===== src/design/ajb_pkg.sv =====
// ----------------------------------------------------------------------------
// ajb_pkg
// Shared types and constants for the audio jitter buffer.
// ----------------------------------------------------------------------------
package ajb_pkg;

  localparam int SZW = 13;              // size / slot width
  localparam int PW  = 64;              // stream position width
  localparam int DW  = 8;               // audio byte width
  localparam int STW = 4;               // status width
  localparam int STORE_BYTES_DEF = 4096;
  localparam logic [SZW-1:0] BSIZE_RST = 13'd4096;

  localparam logic [1:0] ADDR_BSIZE = 2'd0;

  localparam logic [1:0] REQ_HDR  = 2'd0;
  localparam logic [1:0] REQ_BYTE = 2'd1;
  localparam logic [1:0] REQ_PLAY = 2'd2;

  localparam logic [STW-1:0] ST_HDR_OK      = 4'd0;
  localparam logic [STW-1:0] ST_NEW_SESSION = 4'd1;
  localparam logic [STW-1:0] ST_STALE       = 4'd2;
  localparam logic [STW-1:0] ST_TOO_OLD     = 4'd3;
  localparam logic [STW-1:0] ST_BAD_LEN     = 4'd4;
  localparam logic [STW-1:0] ST_WRITTEN     = 4'd5;
  localparam logic [STW-1:0] ST_IGNORED     = 4'd6;
  localparam logic [STW-1:0] ST_PLAY_OK     = 4'd7;
  localparam logic [STW-1:0] ST_NO_PLAY     = 4'd8;

  typedef enum logic [3:0] {
    S_INIT, S_IDLE, S_DECODE, S_DIVU, S_EVAL, S_DIVS,
    S_CLEAR, S_FINISH, S_PLAYRD, S_RESP
  } state_t;

  typedef struct packed {
    logic latch;
    logic decode;
    logic div_go;
    logic div_sel;     // 0: usable size, 1: slot of first byte
    logic usable_ld;
    logic eval;
    logic apply;
    logic clr_step;
    logic finish;
    logic play_cap;
  } cmd_t;

  typedef struct packed {
    logic [1:0] req;
    logic       bad_len;
    logic       new_sess;
    logic       play_ok;
    logic       reject;
    logic       div_busy;
    logic       clr_busy;
  } stat_t;

endpackage


===== src/design/ajb_ctrl.sv =====
// ----------------------------------------------------------------------------
// ajb_ctrl
// Controller: sequences decode, remainder runs, gap clearing and response.
// ----------------------------------------------------------------------------
module ajb_ctrl import ajb_pkg::*; (
  input  logic  clk,
  input  logic  rst_n,
  input  logic  start,
  output logic  busy,
  output logic  out_valid,
  output cmd_t  cmd,
  input  stat_t stat
);

  state_t state_r, state_nxt;

  always_ff @(posedge clk) begin
    if (!rst_n) begin
      state_r <= S_INIT;
    end else begin
      state_r <= state_nxt;
    end
  end

  always_comb begin
    state_nxt = state_r;
    cmd       = '0;
    unique case (state_r)
      S_INIT: begin
        if (stat.clr_busy) begin
          cmd.clr_step = 1'b1;
        end else begin
          state_nxt = S_IDLE;
        end
      end
      S_IDLE: begin
        if (start) begin
          cmd.latch = 1'b1;
          state_nxt = S_DECODE;
        end
      end
      S_DECODE: begin
        cmd.decode = 1'b1;
        state_nxt  = S_RESP;
        if (stat.req == REQ_HDR && !stat.bad_len) begin
          if (stat.new_sess) begin
            cmd.div_go = 1'b1;
            state_nxt  = S_DIVU;
          end else begin
            state_nxt = S_EVAL;
          end
        end else if (stat.req == REQ_PLAY && stat.play_ok) begin
          state_nxt = S_PLAYRD;
        end
      end
      S_DIVU: begin
        if (!stat.div_busy) begin
          cmd.usable_ld = 1'b1;
          state_nxt     = S_EVAL;
        end
      end
      S_EVAL: begin
        cmd.eval = 1'b1;
        if (stat.reject) begin
          state_nxt = S_CLEAR;
        end else begin
          cmd.div_go  = 1'b1;
          cmd.div_sel = 1'b1;
          state_nxt   = S_DIVS;
        end
      end
      S_DIVS: begin
        if (!stat.div_busy) begin
          cmd.apply = 1'b1;
          state_nxt = S_CLEAR;
        end
      end
      S_CLEAR: begin
        if (stat.clr_busy) begin
          cmd.clr_step = 1'b1;
        end else begin
          state_nxt = S_FINISH;
        end
      end
      S_FINISH: begin
        cmd.finish = 1'b1;
        state_nxt  = S_RESP;
      end
      S_PLAYRD: begin
        cmd.play_cap = 1'b1;
        state_nxt    = S_RESP;
      end
      S_RESP: begin
        state_nxt = S_IDLE;
      end
      default: state_nxt = S_INIT;
    endcase
  end

  assign busy      = (state_r != S_IDLE);
  assign out_valid = (state_r == S_RESP);

endmodule

===== config.mk =====
export PLATFORM = sky130hd
export DESIGN_NAME = ajb_ctrl
export DESIGN_NICKNAME = d
export VERILOG_FILES = /design/src/design/ajb_pkg.sv /design/src/design/ajb_ctrl.sv
export SDC_FILE = /design/constraint.sdc
export NUM_CORES = 1
export LEC_CHECK = 0
export BUFFER_PORTS_ARGS = -buffer_cell sky130_fd_sc_hd__buf_2
export CAP_MARGIN = 15
export CORE_AREA = 2 2 39 41
export DETAILED_ROUTE_END_ITERATION = 6
export DIE_AREA = 0 0 41 43
export PLACE_DENSITY_LB_ADDON = 0.25
export SLEW_MARGIN = 20
export SYNTH_ARGS = -nofsm -noshare
export SYNTH_HDL_FRONTEND = slang
export SYNTH_SLANG_ARGS = --single-unit
export TNS_END_PERCENT = 20

===== constraint.sdc =====
create_clock -name clk -period 1.6 [get_ports clk]
set_input_delay 0.24 -clock clk [delete_from_list [all_inputs] [get_ports clk]]
set_output_delay 0.24 -clock clk [all_outputs]
set_load 0.02 [all_outputs]

After elaboration in Yosys (flattened, before gate mapping)
Cells that the tools add are included.
{"block": "op_classes", "n_mux": 26, "reduce_logical": 8, "n_eq_ne": 16}
{"operator": "4-bit case mux with 9 select lines", "n": 1}
{"operator": "4-bit two-way mux", "n": 6}
{"operator": "4-bit by 3-bit equality test with 1-bit output (second input constant)", "n": 4}
{"operator": "1-bit two-way mux", "n": 15}
{"operator": "2-bit != test (second input constant)", "n": 5}
{"operator": "4-bit by 2-bit equality test with 1-bit output (second input constant)", "n": 2}
{"operator": "4-bit equality test (second input constant)", "n": 2}
{"operator": "5-bit AND reduction", "n": 1}
{"operator": "4-bit by 1-bit equality test with 1-bit output (second input constant)", "n": 1}
{"operator": "4-bit zero test", "n": 1}
{"operator": "2-bit two-way mux", "n": 2}
{"operator": "4-bit by 1-bit != test with 1-bit output (second input constant)", "n": 1}
{"operator": "2-bit OR reduction", "n": 2}
{"operator": "3-bit two-way mux", "n": 1}
{"operator": "2-bit equality test (second input constant)", "n": 1}
{"operator": "1-bit logical AND", "n": 2}
{"operator": "2-bit zero test", "n": 1}
{"operator": "1-bit case mux with 2 select lines", "n": 1}
{"operator": "1-bit zero test", "n": 1}
{"block": "word_totals", "reg_bits": 4, "output_inout_bits": 12, "input_bits": 11}

Longest topological paths before layout
{"block": "depth", "word_depth": 5, "ltp_mapped": 5}

Worst setup path before layout
OpenSTA, ideal clock, no wires.
{"block": "synth_path", "kind": "register to output", "start": "register state_r[1]", "end": "output cmd[7] (netlist bit)", "arrival_time_ns": 1.594, "stages_incl_launch_ff": 5, "required_ns": 1.360, "slack_ns": -0.234, "path_cell_list": "dfxtp_1 > buf_6 > nand2b_1 > nor4_1 > a31o_2"}
{"element": "from (decl)", "line": "ajb_ctrl.sv:15", "rtl": "state_t state_r, state_nxt;"}
{"element": "from (signal assigned)", "line": "ajb_ctrl.sv:21", "rtl": "state_r <= state_nxt;"}
{"element": "to (decl)", "line": "ajb_ctrl.sv:11", "rtl": "output cmd_t cmd,"}

==> summary.md <==
| Metric | Value |
|---|---|
| Wire per inst | `about 12 um` |
| Global route overflow | `0` |
| Layout Utilization | `a little under half` |
| Synth area leaders | `dfxtp_1 (16%), buf_6 (6.9%), a2111oi_4 (5.6%)` |
| N_diodes | `0` |
| Die width | `around 40 um` |
| Final wirelength | `about 1200 um` |
| Vias in the first global route | `between 400 and 500` |
| CTS max path bufs | `2` |
| Crit Path Class | `register to output pin` |
| Compound-Gate Fraction of Synth Area | `slightly above 20%` |
| Yosys top cell by area | `dfxtp_1` |
| Fin cells | `between 100 and 150` |
| Clock Skews | `approximately 0.083 ps` |
| Layout net count | `between 90 and 100` |
| Synth Net Count | `between 70 and 80` |
| Slowest CP cell | `dfxtp_2` |
| Main combinational cell family by area after synthesis | `simple AND/OR/NAND/NOR gates` |
| Slew headroom | `about three quarters` |
| Root Buffer | `clkbuf_4` |
| Vias | `about 550` |
| Crit path buf inv count | `1` |
| Top cell type's share of synthesized area | `between 10% and 20%` |
| Worst setup path start | `state_r[2]` |
| Quantity of I/O buffers inserted on ports | `22` |
| Initial antenna violation count | `0` |
| Min Clock Period, post-route | `1560 ps` |
| Pwr Density | `roughly 1600 nW/um^2` |
| Placed cells | `just under 100` |
| Crit. End Element | `output pin` |
| Maximum vdd drop | `~0.7 mV` |
| Peak Freq | `about 640 MHz` |
| Largest register by flop count | `state_r` |
| DP Wirelength | `about 1000 um` |
| Mux share of post-synthesis cell area | `about 4%` |
| Worst-path clk slew | `40 ps` |
| Final estimated routing congestion in global placement | `0.818` |
| Htree depth | `1` |
| CP Depth | `4` |
| Die H | `43 um` |
| Setup WS pre-CTS | `176 ps` |
| Post-Syn Area | `slightly below 500 um^2` |
| # rows | `14` |
| XOR/XNOR Fraction of Synth Area | `~1.8%` |
| Worst Slack Setup Final | `roughly 44 ps` |
| CTS tree | `yes` |
| Commonest non-fill, non-tap cell in the layout | `buf_2` |
| Number of flip-flops under the largest register name | `4` |
| Post-Synth Simple-Gate Area | `around 46%` |
| Seq/Total Area, Yosys | `16.3%` |
| Setup violators final | `0` |
| Cells after Synth | `61` |
| Fin. max-slew vios | `0` |
| Worst path cell trace | `nand2b_2 -> nor3_4 -> a31o_2 -> buf_2` |
| Crit start category | `register` |
| GRT Total Usage | `~18%` |
| Most frequent cells in the layout | `buf_2 (22), nor2_1 (7), nand2_1 (5), buf_4 (5)` |
| Final instance area | `approximately 660 um^2` |
| Synth-to-Final Area Change | `33.9%` |
| DR iter-0 viols | `9` |
| Syn_area_per_cell | `8.04 um^2` |
| Worst hold slack | `~290 ps` |
| Synth Area in Adders | `0%` |
| Residual DRC | `0` |
| Worst-path maximum fanout | `6` |
| Max-cap violations | `0` |
| CP endpoint | `cmd[7]` |
| CTS Buf Count | `3` |
| Vias per cell | `5.38` |
| Largest net degree at the start of global routing | `9` |
| Io pins | `23` |
| Final worst-path cycle share | `a little over nine tenths` |
| Synth warn | `0` |
| Slew @ Worst Pin | `371 ps` |
| Initial cell density of the core | `between 30% and 40%` |
| Final hold viol count | `0` |
| Sink Count | `4` |
| CTS Hold Bufs | `0` |
| First-pass GRT wire length | `2060 um` |
| Core area | `about 1400 um^2` |
| Worst r2r dst | `state_r[1]` |
| Req. time, crit path | `between 1000 and 1500 ps` |
| Die area | `roughly 1800 um^2` |
| Status | `completed` |
| Reg2reg start | `state_r[3]` |
| Netlist cell types | `33` |
| Proportion of layout cells with a drive suffix above 1 | `a little over half` |
| ANT nets after route | `0` |
| Synth Register Bits | `4` |
| R2R Setup Slk | `290 ps` |
| DR pass1 iterations | `6` |
| CP delay by family, top | `simple AND/OR/NAND/NOR gates` |
| Biggest regs | `state_r x4` |
| Clk_lat worst skew | `240 ps` |
| Worst endpoint data arrival time | `1320 ps` |
| Largest stage delay, worst path | `between 300 and 400 ps` |
| Worst Hold Class | `input pin to register` |
| RSZ-0062 raised after global routing | `yes` |
| Reg2Reg Depth | `4` |
| LEAKAGE | `between 0.2 and 0.3 nW` |
| Area post-placement | `about 620 um^2` |
## cell usage after synthesis
master and instances:
a31o_2 1, a21oi_1 3, nand3b_1 1, and4_4 1
a21oi_2 1, nor4_1 2, nand2b_1 2, or4_4 1
nand2b_4 1, nor3_2 2, o21ai_0 1, and2b_1 1
buf_4 1, inv_1 2, nand3_1 2, nor3_1 4
nor2b_1 1, o31a_1 1, nor2_1 7, xnor2_1 1
buf_6 3, a2111oi_4 1, a31oi_1 2, nand4bb_1 1
mux2i_1 2, buf_2 1, dfxtp_1 4, nand4b_1 1
o211ai_1 1, nor3_4 1, a211oi_1 1, nand2_1 5
and3_1 2
## final cells by class
type	count	area, um^2
clock buffers	3	22.5
fillers	151	727
inverters	2	7.51
multi-input cells	50	374
flip-flops and latches	4	85.1
well taps	16	20.0
repair buffers	27	148
## worst min path at each step
stage / to / slack (ps) / startpoint / depth (start not counted)
6_report: state_r[3] / 290 / rst_n / 2
5_1_grt: state_r[3] / 290 / rst_n / 2
4_1_cts: state_r[0] / 280 / rst_n / 3
3_5_place_dp: state_r[3] / 540 / rst_n / 2
3_3_place_gp: state_r[3] / 540 / rst_n / 2
2_1_floorplan: state_r[3] / 370 / rst_n / 1
## repair_timing
action                                  in CTS  in global routing
buffers inserted                             0                  0
endpoints found under the setup margin       3                  6
gates resized for setup                      4                  3
pin swaps                                    0                  0
## metal layers
metal	track usage, %	routed length (um)	vias up
met2	25.9	597	23
met5	0	0	-
met3	3.14	85	4
met1	21.7	522	244
met4	14.0	37	0
li1	-	-	278
## cell families (layout without fill, tap and decap cells)
kind of cell | after synthesis | after routing
muxes | 2 | 2
and+or+nand+nor | 35 | 35
DFF | 4 | 4
AOI/OAI and AO/OA | 12 | 12
xor gates and xnor gates | 1 | 1
buffers and inverters | 7 | 32
## power breakdown
| part | internal (mW) | switching (mW) |
|---|---|---|
| clock network | 0.0841 | 0.0447 |
| registers | 0.143 | 0.0843 |
| logic | 0.325 | 0.388 |
## metrics by stage
| step | power [mW] | setup TNS [ps] |
|---|---|---|
| after detailed placement | 0.910 | 0 |
| final | 1.07 | 0 |
| after global placement | 0.906 | 0 |
| after floorplan | 0.764 | 0 |
| after global routing | 1.17 | -47.8 |
| after CTS | 1.06 | 0 |
No activity file was read; power rests on OpenSTA's default activity.
